<file path="src/rtl/i2da_pkg.sv">
package i2da_pkg;

	localparam int VALUE_WIDTH = 32;
	localparam int CHAR_W      = 6;

	// decimal digits needed for the largest magnitude, 2**(VALUE_WIDTH-1)
	function automatic int digit_count(int width);
		longint unsigned m;
		int n;
		m = 64'd1 << (width - 1);
		n = 0;
		do begin
			n++;
			m = m / 10;
		end while (m != 0);
		return n;
	endfunction

	localparam int DIGITS     = digit_count(VALUE_WIDTH);
	localparam int BCD_W      = DIGITS * 4;
	localparam int IDX_W      = $clog2(DIGITS);
	localparam int STEP_BITS  = 4;
	localparam int NUM_DD     = (VALUE_WIDTH + STEP_BITS - 1) / STEP_BITS;
	localparam int PAD_W      = NUM_DD * STEP_BITS;

	localparam logic [CHAR_W-1:0] ASCII_ZERO  = 6'd48;
	localparam logic [CHAR_W-1:0] ASCII_MINUS = 6'd45;

	typedef logic [DIGITS-1:0][3:0] bcd_t;

	// one shift-add-3 step of the binary to bcd conversion
	function automatic bcd_t dabble_step(bcd_t b, logic din);
		bcd_t t;
		logic [BCD_W-1:0] flat;
		t = b;
		for (int d = 0; d < DIGITS; d++) begin
			if (t[d] >= 4'd5) begin
				t[d] = t[d] + 4'd3;
			end
		end
		flat = t;
		return bcd_t'({flat[BCD_W-2:0], din});
	endfunction

endpackage

</file>
<file path="src/rtl/i2da_value_if.sv">
interface i2da_value_if import i2da_pkg::*; ();
	logic                   valid;
	logic                   ready;
	logic [VALUE_WIDTH-1:0] value;

	modport source (output valid, output value, input ready);
	modport sink   (input valid, input value, output ready);
endinterface

</file>
<file path="src/rtl/i2da_char_if.sv">
interface i2da_char_if import i2da_pkg::*; ();
	logic              valid;
	logic              ready;
	logic [CHAR_W-1:0] character;
	logic              last;

	modport source (output valid, output character, output last, input ready);
	modport sink   (input valid, input character, input last, output ready);
endinterface

</file>
<file path="src/rtl/int_to_decimal_ascii.sv">
// channel  | direction | payload                     | handshake
// number   | in        | value[VALUE_WIDTH-1:0] s    | valid/ready
// text     | out       | character[5:0], last        | valid/ready
//
// a number passes a sign/magnitude stage and NUM_DD stages of 4 binary-to-bcd
// steps each (9 stages in all at width 32); each number then gives 1 to 11
// characters, one character per cycle from the output register while text is
// ready, with no gap between numbers.
// reset clears the stage valid bits and the serializer; a stall on text holds
// every stage that is full and lets bubbles close up.
module int_to_decimal_ascii import i2da_pkg::*; (
	input  logic         clk,
	input  logic         arst_n,
	i2da_value_if.sink   number,
	i2da_char_if.source  text
);

	logic                   v_s1;
	logic                   neg_s1;
	logic [PAD_W-1:0]       mag_s1;

	logic                   dd_v_s   [NUM_DD];
	logic                   dd_neg_s [NUM_DD];
	bcd_t                   dd_bcd_s [NUM_DD];
	logic [PAD_W-1:0]       dd_bin_s [NUM_DD];

	logic                   src_v    [NUM_DD];
	logic                   src_neg  [NUM_DD];
	bcd_t                   src_bcd  [NUM_DD];
	logic [PAD_W-1:0]       src_bin  [NUM_DD];
	bcd_t                   nxt_bcd  [NUM_DD];
	logic [PAD_W-1:0]       nxt_bin  [NUM_DD];
	logic                   rdy      [NUM_DD+1];

	logic                   busy_q;
	logic                   sign_pend_q;
	bcd_t                   digbuf_q;
	logic [IDX_W-1:0]       idx_q;
	logic [IDX_W-1:0]       lead;
	logic                   load_ok;
	logic                   take;
	logic                   fire;
	logic                   rdy_s1;
	logic [VALUE_WIDTH-1:0] neg_val;

	// sign and magnitude
	assign rdy_s1       = !v_s1 || rdy[0];
	assign number.ready = rdy_s1;
	assign neg_val      = ~number.value + VALUE_WIDTH'(1);

	always_ff @(posedge clk or negedge arst_n) begin
		if (!arst_n) begin
			v_s1 <= 1'b0;
		end else if (rdy_s1) begin
			v_s1 <= number.valid;
		end
	end

	always_ff @(posedge clk) begin
		if (rdy_s1 && number.valid) begin
			neg_s1 <= number.value[VALUE_WIDTH-1];
			mag_s1 <= PAD_W'(number.value[VALUE_WIDTH-1] ? neg_val : number.value);
		end
	end

	// binary to bcd stages
	for (genvar k = 0; k < NUM_DD; k++) begin : g_dd
		if (k == 0) begin : g_first
			assign src_v[k]   = v_s1;
			assign src_neg[k] = neg_s1;
			assign src_bcd[k] = '0;
			assign src_bin[k] = mag_s1;
		end else begin : g_rest
			assign src_v[k]   = dd_v_s[k-1];
			assign src_neg[k] = dd_neg_s[k-1];
			assign src_bcd[k] = dd_bcd_s[k-1];
			assign src_bin[k] = dd_bin_s[k-1];
		end

		assign rdy[k] = !dd_v_s[k] || rdy[k+1];

		always_comb begin
			bcd_t b;
			logic [PAD_W-1:0] r;
			b = src_bcd[k];
			r = src_bin[k];
			for (int j = 0; j < STEP_BITS; j++) begin
				b = dabble_step(b, r[PAD_W-1]);
				r = r << 1;
			end
			nxt_bcd[k] = b;
			nxt_bin[k] = r;
		end

		always_ff @(posedge clk or negedge arst_n) begin
			if (!arst_n) begin
				dd_v_s[k] <= 1'b0;
			end else if (rdy[k]) begin
				dd_v_s[k] <= src_v[k];
			end
		end

		always_ff @(posedge clk) begin
			if (rdy[k] && src_v[k]) begin
				dd_neg_s[k] <= src_neg[k];
				dd_bcd_s[k] <= nxt_bcd[k];
				dd_bin_s[k] <= nxt_bin[k];
			end
		end
	end

	// serializer: sign first, then digits from the leading nonzero one
	assign fire    = busy_q && text.ready;
	assign load_ok = !busy_q || (text.ready && !sign_pend_q && idx_q == '0);
	assign take    = dd_v_s[NUM_DD-1] && load_ok;
	assign rdy[NUM_DD] = load_ok;

	always_comb begin
		lead = '0;
		for (int d = 0; d < DIGITS; d++) begin
			if (dd_bcd_s[NUM_DD-1][d] != 4'd0) begin
				lead = IDX_W'(d);
			end
		end
	end

	always_ff @(posedge clk or negedge arst_n) begin
		if (!arst_n) begin
			busy_q      <= 1'b0;
			sign_pend_q <= 1'b0;
			idx_q       <= '0;
		end else if (take) begin
			busy_q      <= 1'b1;
			sign_pend_q <= dd_neg_s[NUM_DD-1];
			idx_q       <= lead;
		end else if (fire) begin
			if (sign_pend_q) begin
				sign_pend_q <= 1'b0;
			end else if (idx_q == '0) begin
				busy_q <= 1'b0;
			end else begin
				idx_q <= idx_q - IDX_W'(1);
			end
		end
	end

	always_ff @(posedge clk) begin
		if (take) begin
			digbuf_q <= dd_bcd_s[NUM_DD-1];
		end
	end

	assign text.valid     = busy_q;
	assign text.character = sign_pend_q ? ASCII_MINUS
	                                     : ASCII_ZERO + {2'b00, digbuf_q[idx_q]};
	assign text.last      = !sign_pend_q && idx_q == '0;

endmodule
</file>
<file path="src/flat_wrapper.sv">
// flat-port wrapper written by rule: the top's interface ports become plain ports
module int_to_decimal_ascii_flat import i2da_pkg::*;
  (clk, arst_n, number_valid, number_value, number_ready, text_valid, text_character, text_last, text_ready);
  i2da_value_if number_i ();
  i2da_char_if text_i ();
  input  logic clk;
  input  logic arst_n;
  input wire logic [$bits(number_i.valid)-1:0] number_valid;
  input wire logic [$bits(number_i.value)-1:0] number_value;
  output wire logic [$bits(number_i.ready)-1:0] number_ready;
  output wire logic [$bits(text_i.valid)-1:0] text_valid;
  output wire logic [$bits(text_i.character)-1:0] text_character;
  output wire logic [$bits(text_i.last)-1:0] text_last;
  input wire logic [$bits(text_i.ready)-1:0] text_ready;
  assign number_i.valid = number_valid;
  assign number_i.value = number_value;
  assign number_ready = number_i.ready;
  assign text_valid = text_i.valid;
  assign text_character = text_i.character;
  assign text_last = text_i.last;
  assign text_i.ready = text_ready;
  int_to_decimal_ascii u_core (.clk(clk), .arst_n(arst_n), .number(number_i), .text(text_i));
endmodule
</file>
<file path="config.mk">
export PLATFORM = sky130hd
export DESIGN_NAME = int_to_decimal_ascii_flat
export DESIGN_NICKNAME = d
export VERILOG_FILES = /design/src/rtl/i2da_pkg.sv /design/src/rtl/i2da_value_if.sv /design/src/rtl/i2da_char_if.sv /design/src/rtl/int_to_decimal_ascii.sv /design/src/flat_wrapper.sv
export SDC_FILE = /design/constraint.sdc
export NUM_CORES = 1
export LEC_CHECK = 0
export ABC_CLOCK_PERIOD_IN_PS = 5400
export BUFFER_PORTS_ARGS = -buffer_cell sky130_fd_sc_hd__buf_2
export CAP_MARGIN = 20
export CORE_MARGIN = 2
export CORE_UTILIZATION = 48
export CTS_CLUSTER_DIAMETER = 60
export DETAILED_ROUTE_END_ITERATION = 6
export PLACE_DENSITY_LB_ADDON = 0.1
export SYNTH_ARGS = -nofsm -noshare
export SYNTH_HDL_FRONTEND = slang
export SYNTH_SLANG_ARGS = --single-unit
export TNS_END_PERCENT = 1
</file>
<file path="constraint.sdc">
create_clock -name clk -period 5.4 [get_ports clk]
set_input_delay 1.08 -clock clk [delete_from_list [all_inputs] [get_ports clk]]
set_output_delay 1.08 -clock clk [all_outputs]
set_load 0.005 [all_outputs]
</file>
==> results of run 1 <==
==> sequential cells by signal, summed over array words and instances (netlist names) <==
signal	flops
u_core.v_s1	1
u_core.text.valid	1
u_core.digbuf_q	40
u_core.idx_q	4
u_core.sign_pend_q	1
u_core.dd_bcd_s	185
u_core.neg_s1	1
u_core.dd_neg_s	8
u_core.dd_bin_s	112
u_core.mag_s1	32
u_core.dd_v_s	8
==> layout make-up <==
cell class | instances | area, µm² | share of cell area
multi-input cells | 2458 | 16400 | 0.516
inverters | 201 | 754 | 0.0237
clock inverters | 33 | 353 | 0.0111
repair buffers | 58 | 353 | 0.0111
clock buffers | 56 | 1240 | 0.0390
flip-flops and latches | 393 | 11700 | 0.368
well taps | 782 | 978 | 0.0307
==> synthesized netlist by cell type (13+ instances only) <==
master,count
a211oi_1,35
a21boi_0,18
a21o_1,29
a21oi_1,319
a221oi_1,14
a22o_1,15
a31o_2,14
a31oi_1,68
and2_1,22
clkbuf_1,72
dfrtp_1,15
edfxtp_1,378
ha_1,148
inv_1,199
mux2_2,64
mux2i_1,95
nand2_1,234
nand2b_1,82
nand3_1,62
nor2_1,231
nor2b_1,42
nor3_1,46
nor3b_1,48
nor4_1,15
o211ai_1,21
o21a_1,32
o21ai_0,289
o21ai_1,20
o21bai_1,19
o221ai_1,13
o22ai_1,40
o31ai_1,20
o32ai_1,15
or3_1,23
xnor2_1,149
xor2_1,32
==> stage by stage <==
step | total power, mW | hold slack (ns) | std cells | instance area [µm²] | worst slack, ns
2_1_floorplan | 6.96 | 0.400 | 3136 | 29200 | 0.964
3_3_place_gp | 7.47 | 0.401 | 3887 | 30200 | 0.871
3_5_place_dp | 7.65 | 0.405 | 3887 | 30200 | 0.798
4_1_cts | 10.9 | 0.394 | 3976 | 31800 | 0.134
5_1_grt | 11.5 | 0.422 | 3981 | 31800 | 0.0801
6_report | 10.8 | 0.413 | 3981 | 31800 | 0.413
==> cell families (layout without fill, tap and decap cells) <==
logic type                 after synthesis  in the layout  synth area share
xor gates and xnor gates               189            189            0.0587
other                                    1              1          0.000128
adders and majority gates              151            151            0.0644
DFF                                    393            393             0.401
AOI/OAI and AO/OA                     1099           1099             0.234
and+or+nand+nor                        851            851             0.141
buffers and inverters                  285            348            0.0372
muxes                                  167            167            0.0634
==> metal layers <==
metal | track usage | routed length [µm] | vias to the layer above
li1 | - | - | 11800
met1 | 0.205 | 24300 | 10900
met2 | 0.322 | 28300 | 390
met3 | 0.0283 | 2130 | 67
met4 | 0.0467 | 945 | 0
met5 | 0 | 0 | -
==> power by group <==
part	leakage, nW	internal (mW)	switching (mW)
Combinational	7.39	1.57	2.14
Sequential	3.57	3.73	0.168
Clock	0.775	1.83	1.33
==> layout by cell type (no fill, tap or decap), types with 20 or more instances in the layout <==
cell       Yosys  layout
edfxtp_1     378     378
a21oi_1      319     319
o21ai_0      289     289
nand2_1      234     234
nor2_1       231     231
inv_1        199     199
xnor2_1      149     149
ha_1         148     148
mux2i_1       95      95
nand2b_1      82      82
a31oi_1       68      68
mux2_2        64      64
nand3_1       62      62
nor3b_1       48      48
clkbuf_16      0      48
nor3_1        46      46
buf_2          3      43
o22ai_1       40      40
nor2b_1       42      38
a211oi_1      35      35
o21a_1        32      32
xor2_1        32      32
a21o_1        29      29
or3_1         23      23
o211ai_1      21      21
o21ai_1       20      20
o31ai_1       20      20
==> how the worst max path moves through the flow <==
stage	end	cells after the start
3_3_place_gp	number_ready	11
2_1_floorplan	u_core.dd_bcd_s[0][80]	12
6_report	number_ready	11
5_1_grt	number_ready	11
3_5_place_dp	number_ready	11
4_1_cts	number_ready	11
==> repair_timing <==
item,CTS,global route
gates resized for setup,0,1
hold buffers,0,0
setup endpoints to repair,0,1
==> summary.txt, run 1 <==
area leader, netlist = edfxtp_1
crit share post-route = 0.923
relative slew slack = 0.290
fmax = 201 MHz
Filler cells = 5375
DRT antenna net count = 0
share of the synthesized area in the top cell type = 0.388
critical-path cell list = inv_1 > ha_1 > or3b_2 > nor2_1 > a21boi_0 > and2_1 > nand3_1 > nor2_1 > and2_1 > nand4_1 > buf_2
P&R area growth vs syn = 8.99%
Syn Inst Count = 3136
EDFF count, synth = 378
asr flop ratio synth = 0.0382
layout net count = 3344
worst-case clock buffer depth = 3
clk_lat worst skew = 0.62 ns
RePlAce Congestion = 0.817
clk sinks = 393
RSZ-0062 raised after global routing = no
largest net degree at the start of global routing = 43
crit path buf inv count = 2
ant diodes = 0
CP Max Fanout = 15
number of synthesized register bits = 393
via count = 23200
dominant cells by area after synthesis = edfxtp_1 39%, ha_1 6.3%, a21oi_1 5.5%
FF-to-FF setup slack = 1.08 ns
r2r startpoint = u_core.dd_bcd_s[1][68]
# rows = 90
core area = 60200 µm²
CTS root buf = clkbuf_16
Setup violations, final = 0
hold path depth = 0
WL/cell = 14.0 µm
Worst Reg-to-Reg Cells = 16
Post-CTS Setup Bufs = 0
hpwl dp = 41.1 mm
leakage = 11.7 nW
CP max stage delay = 0.62 ns
WL final = 55.7 mm
CP top delay family = simple AND/OR/NAND/NOR gates
Worst Path Class, Setup = flip-flop to output port
Starting DRT DRC Count = 1562
IR drop worst, VDD = 0.232 mV
yosys warns = 0
Num CTS Buffers = 48
Fin. Hold Viols = 0
Crit path arrival time = 3.91 ns
Max Slew Vio Count = 0
post-synth net total = 3320
clock skew = 0.0483 ns
max cap viols = 0
CP Capture Type = output port
CTS tree = built
Setup crit start kind = flip-flop
syn avg cell area = 9.32 µm²
run status = finished clean
die area = 62900 µm²
fin crit period = 4.99 ns
port bufs = 43
WHS Endpoint = u_core.dd_bin_s[0][99]
vias per std cell = 5.82
CP startpoint = u_core.idx_q[0]
initial antenna violation count = 0
share of layout cells above drive strength 1 = 0.0807
DRC viols = 0
HP Class = flip-flop to flip-flop
Cell Pwr Density = 338 nW/µm²
Reg clk slew, reported paths = 0.06 ns
width of the die = 251 µm
count of unique library cells instantiated by Yosys = 89
Finished Core Util = 0.529
ys flop type = edfxtp_1
vias in the first global route = 21600
Initial Util = 0.485
hold_sp = u_core.dd_bin_s[0][67]
first-pass GRT wire length = 95.1 mm
Tot GR Track Use = 0.173
CP max-delay cell = dfrtp_2
CP required = 4.32 ns
Top Ports = 45
number of iterations in the first detailed-routing pass = 6
Netlist Area Pre-Place = 29200 µm²
htree depth = 2
total overflow reported by the global router = 0
Chip Height = 251 µm
total negative slack = 0 ns
register area share after synthesis = 0.401
Worst-Margin Slew = 1.05 ns
Crit Reg-Reg Endpoint = u_core.dd_bcd_s[1][111]
Note: power is estimated with default switching activity, not from simulation.
==> run 2, diff against run 1 <==
CORE_UTILIZATION = 25   (was 48)
GPL_ROUTABILITY_DRIVEN = 0   (was default)
==> summary.txt, run 2 (same netlist as run 1, synthesis figures left out) <==
most common cell after layout, fill and taps aside = edfxtp_1 (unchanged)
IR drop worst, VDD = 0.269 mV (was 0.232 mV)
Final Cell Area = 33200 µm² (was 31800 µm²)
leakage = 11.9 nW (was 11.7 nW)
WL final = 61.9 mm (was 55.7 mm)
share of layout cells above drive strength 1 = 0.0879 (was 0.0807)
largest net degree at the start of global routing = 43 (unchanged)
Internal Power = 7.53 mW (was 7.13 mW)
clk_lat worst skew = 0.64 ns (was 0.62 ns)
Worst-Margin Slew = 1.05 ns (about the same)
ant diodes = 0 (unchanged)
Fin. Hold Viols = 0 (unchanged)
Setup violations, final = 0 (unchanged)
Worst Reg-to-Reg Cells = 13 (was 16)
initial antenna violation count = 1 (was 0)
Worst Path Class, Setup = flip-flop to output port (unchanged)
Reg clk slew, reported paths = 0.06 ns (about the same)
vias in the first global route = 22300 (was 21600)
Largest regs = u_core.dd_bcd_s x185, u_core.dd_bin_s x112, u_core.digbuf_q x40 (unchanged)
post-cts gate resize count = 0 (unchanged)
crit share post-route = 0.946 (was 0.923)
relative slew slack = 0.295 (was 0.290)
P&R area growth vs syn = 13.6% (was 8.99%)
vias per std cell = 4.88 (was 5.82)
CTS root buf = clkbuf_16 (unchanged)
CP required = 4.32 ns (about the same)
total overflow reported by the global router = 0 (unchanged)
hpwl dp = 45.8 mm (was 41.1 mm)
CP Capture Type = output port (unchanged)
port bufs = 43 (unchanged)
max reg flops = 185 (unchanged)
core area = 116000 µm² (was 60200 µm²)
Switch Pwr = 3.85 mW (was 3.64 mW)
die area = 120000 µm² (was 62900 µm²)
Post-CTS Setup Bufs = 0 (unchanged)
Chip Height = 346 µm (was 251 µm)
# rows = 125 (was 90)
Setup crit start kind = flip-flop (unchanged)
crit path buf inv count = 2 (unchanged)
DRC viols = 0 (unchanged)
Starting DRT DRC Count = 1075 (was 1562)
clk sinks = 393 (unchanged)
Levels on crit path = 11 (unchanged)
WL/cell = 13.0 µm (was 14.0 µm)
htree depth = 2 (unchanged)
layout net count = 3356 (was 3344)
Initial Util = 0.252 (was 0.485)
max cap viols = 0 (unchanged)
run status = finished clean (unchanged)
Max Slew Vio Count = 0 (unchanged)
Num CTS Buffers = 56 (was 48)
Top Ports = 45 (unchanged)
fmax = 196 MHz (was 201 MHz)
number of iterations in the first detailed-routing pass = 7 (was 6)
CP Max Fanout = 12 (was 15)
fin crit period = 5.11 ns (was 4.99 ns)
Placed Area = 31100 µm² (was 30200 µm²)
commonest cells after routing, fill and taps aside = 378 x edfxtp_1, 319 x a21oi_1, 289 x o21ai_0 (unchanged)
Switching Share = 0.339 (was 0.338)
Cell Pwr Density = 343 nW/µm² (was 338 nW/µm²)
total negative slack = 0 ns (unchanged)
Tot GR Track Use = 0.101 (was 0.173)
critical-path cell list = inv_1 > ha_1 > or3b_2 > nor2_1 > a21boi_0 > and2_1 > nand3_1 > nor2_1 > and2_1 > nand4_1 > buf_2 (unchanged)
Post-CTS Hold Buffers = 0 (unchanged)
CTS tree = built (unchanged)
width of the die = 346 µm (was 251 µm)
Comb power frac = 0.334 (was 0.345)
CP top delay family = simple AND/OR/NAND/NOR gates (unchanged)
DRT antenna net count = 0 (unchanged)
sequential share of power = 0.341 (was 0.362)
CP max-delay cell = dfrtp_1 (was dfrtp_2)
first-pass GRT wire length = 105 mm (was 95.1 mm)
RSZ-0062 raised after global routing = no (unchanged)
CP max stage delay = 0.62 ns (about the same)
clock skew = 0.0291 ns (was 0.0483 ns)
clock share of power = 0.326 (was 0.293)
HP Class = input port to async pin (was flip-flop to flip-flop)
Biggest register = u_core.dd_bcd_s (unchanged)
Filler cells = 12100 (was 5375)
worst-case clock buffer depth = 3 (unchanged)
Crit path arrival time = 4.03 ns (was 3.91 ns)
via count = 23200 (about the same)
## run 2: cell count changes in the layout (fill, tap and decap cells not counted), moves of 2 or more
| cell | delta |
|---|---|
| clkinv_4 | +3 |
| clkinvlp_4 | +5 |
| bufinv_16 | +2 |
| buf_16 | +4 |
| clkinv_1 | -7 |
| clkbuf_16 | +8 |
| clkbuf_1 | +2 |
| inv_6 | +5 |
| inv_8 | -2 |
| clkinv_16 | -2 |
## run 2: final timing paths
| kind | slack [ns] | end | from |
|---|---|---|---|
| worst max-delay path | 0.29 | number_ready | u_core.idx_q[1] |
| worst min-delay path | 0.41 | u_core.text.valid | arst_n |
| worst max register to register | 0.98 | u_core.dd_bcd_s[1][8] | u_core.dd_bcd_s[0][120] |
| worst min register to register | 0.41 | u_core.dd_bin_s[0][0] | u_core.mag_s1[0] |
| max in group asynchronous | 4.61 | u_core.v_s1 | arst_n |
| min in group clk | 0.41 | u_core.dd_bin_s[0][0] | u_core.mag_s1[0] |
## run 2: area by class of cell
| type | instances | area (µm²) | area share |
|---|---|---|---|
| well taps | 1524 | 1910 | 0.0575 |
| flip-flops and latches | 393 | 11700 | 0.353 |
| clock inverters | 39 | 448 | 0.0135 |
| inverters | 201 | 754 | 0.0227 |
| repair buffers | 62 | 448 | 0.0135 |
| clock buffers | 67 | 1460 | 0.0441 |
| multi-input cells | 2458 | 16400 | 0.495 |
## run 2: worst register-to-register path, stage by stage, from the launching register on
cell and delay [ns]:
edfxtp_1 0.40, inv_1 0.09, ha_1 0.22, nand2b_1 0.09
a21oi_1 0.15, xnor2_1 0.79, o21ai_1 0.15, xnor2_1 0.55
inv_2 0.20, ha_1 0.24, a221o_1 0.47, o211ai_1 0.23
o21ai_0 0.11, a2111oi_0 0.48
## run 2: routing by layer
metal | global-route usage | part of all wire | vias to the layer above
met1 | 0.125 | 0.46 | 10900
met3 | 0.0161 | 0.036 | 80
met4 | 0.0284 | 0.020 | 0
met5 | 0 | 0 | -
li1 | - | - | 11900
met2 | 0.180 | 0.48 | 344
## run 2: power groups by stage
stage	logic, mW	registers (mW)	clock network, mW
after floorplan	3.11	3.85	0
after global placement	3.66	3.94	0
after detailed placement	3.79	3.94	0
after CTS	3.81	3.88	3.87
after global routing	4.34	3.90	3.99
final	3.80	3.88	3.71
## run 2: metrics by stage
stage | power (mW) | util | instances | hold WS (ns) | setup WS [ns]
after detailed placement | 7.73 | 0.268 | 4628 | 0.405 | 0.976
after global placement | 7.60 | 0.268 | 4628 | 0.400 | 0.997
after floorplan | 6.96 | - | 3136 | 0.400 | 0.964
final | 11.4 | 0.286 | 4744 | 0.411 | 0.291
after global routing | 12.2 | 0.286 | 4744 | 0.405 | 0.0101
after CTS | 11.6 | 0.285 | 4734 | 0.385 | 0.275
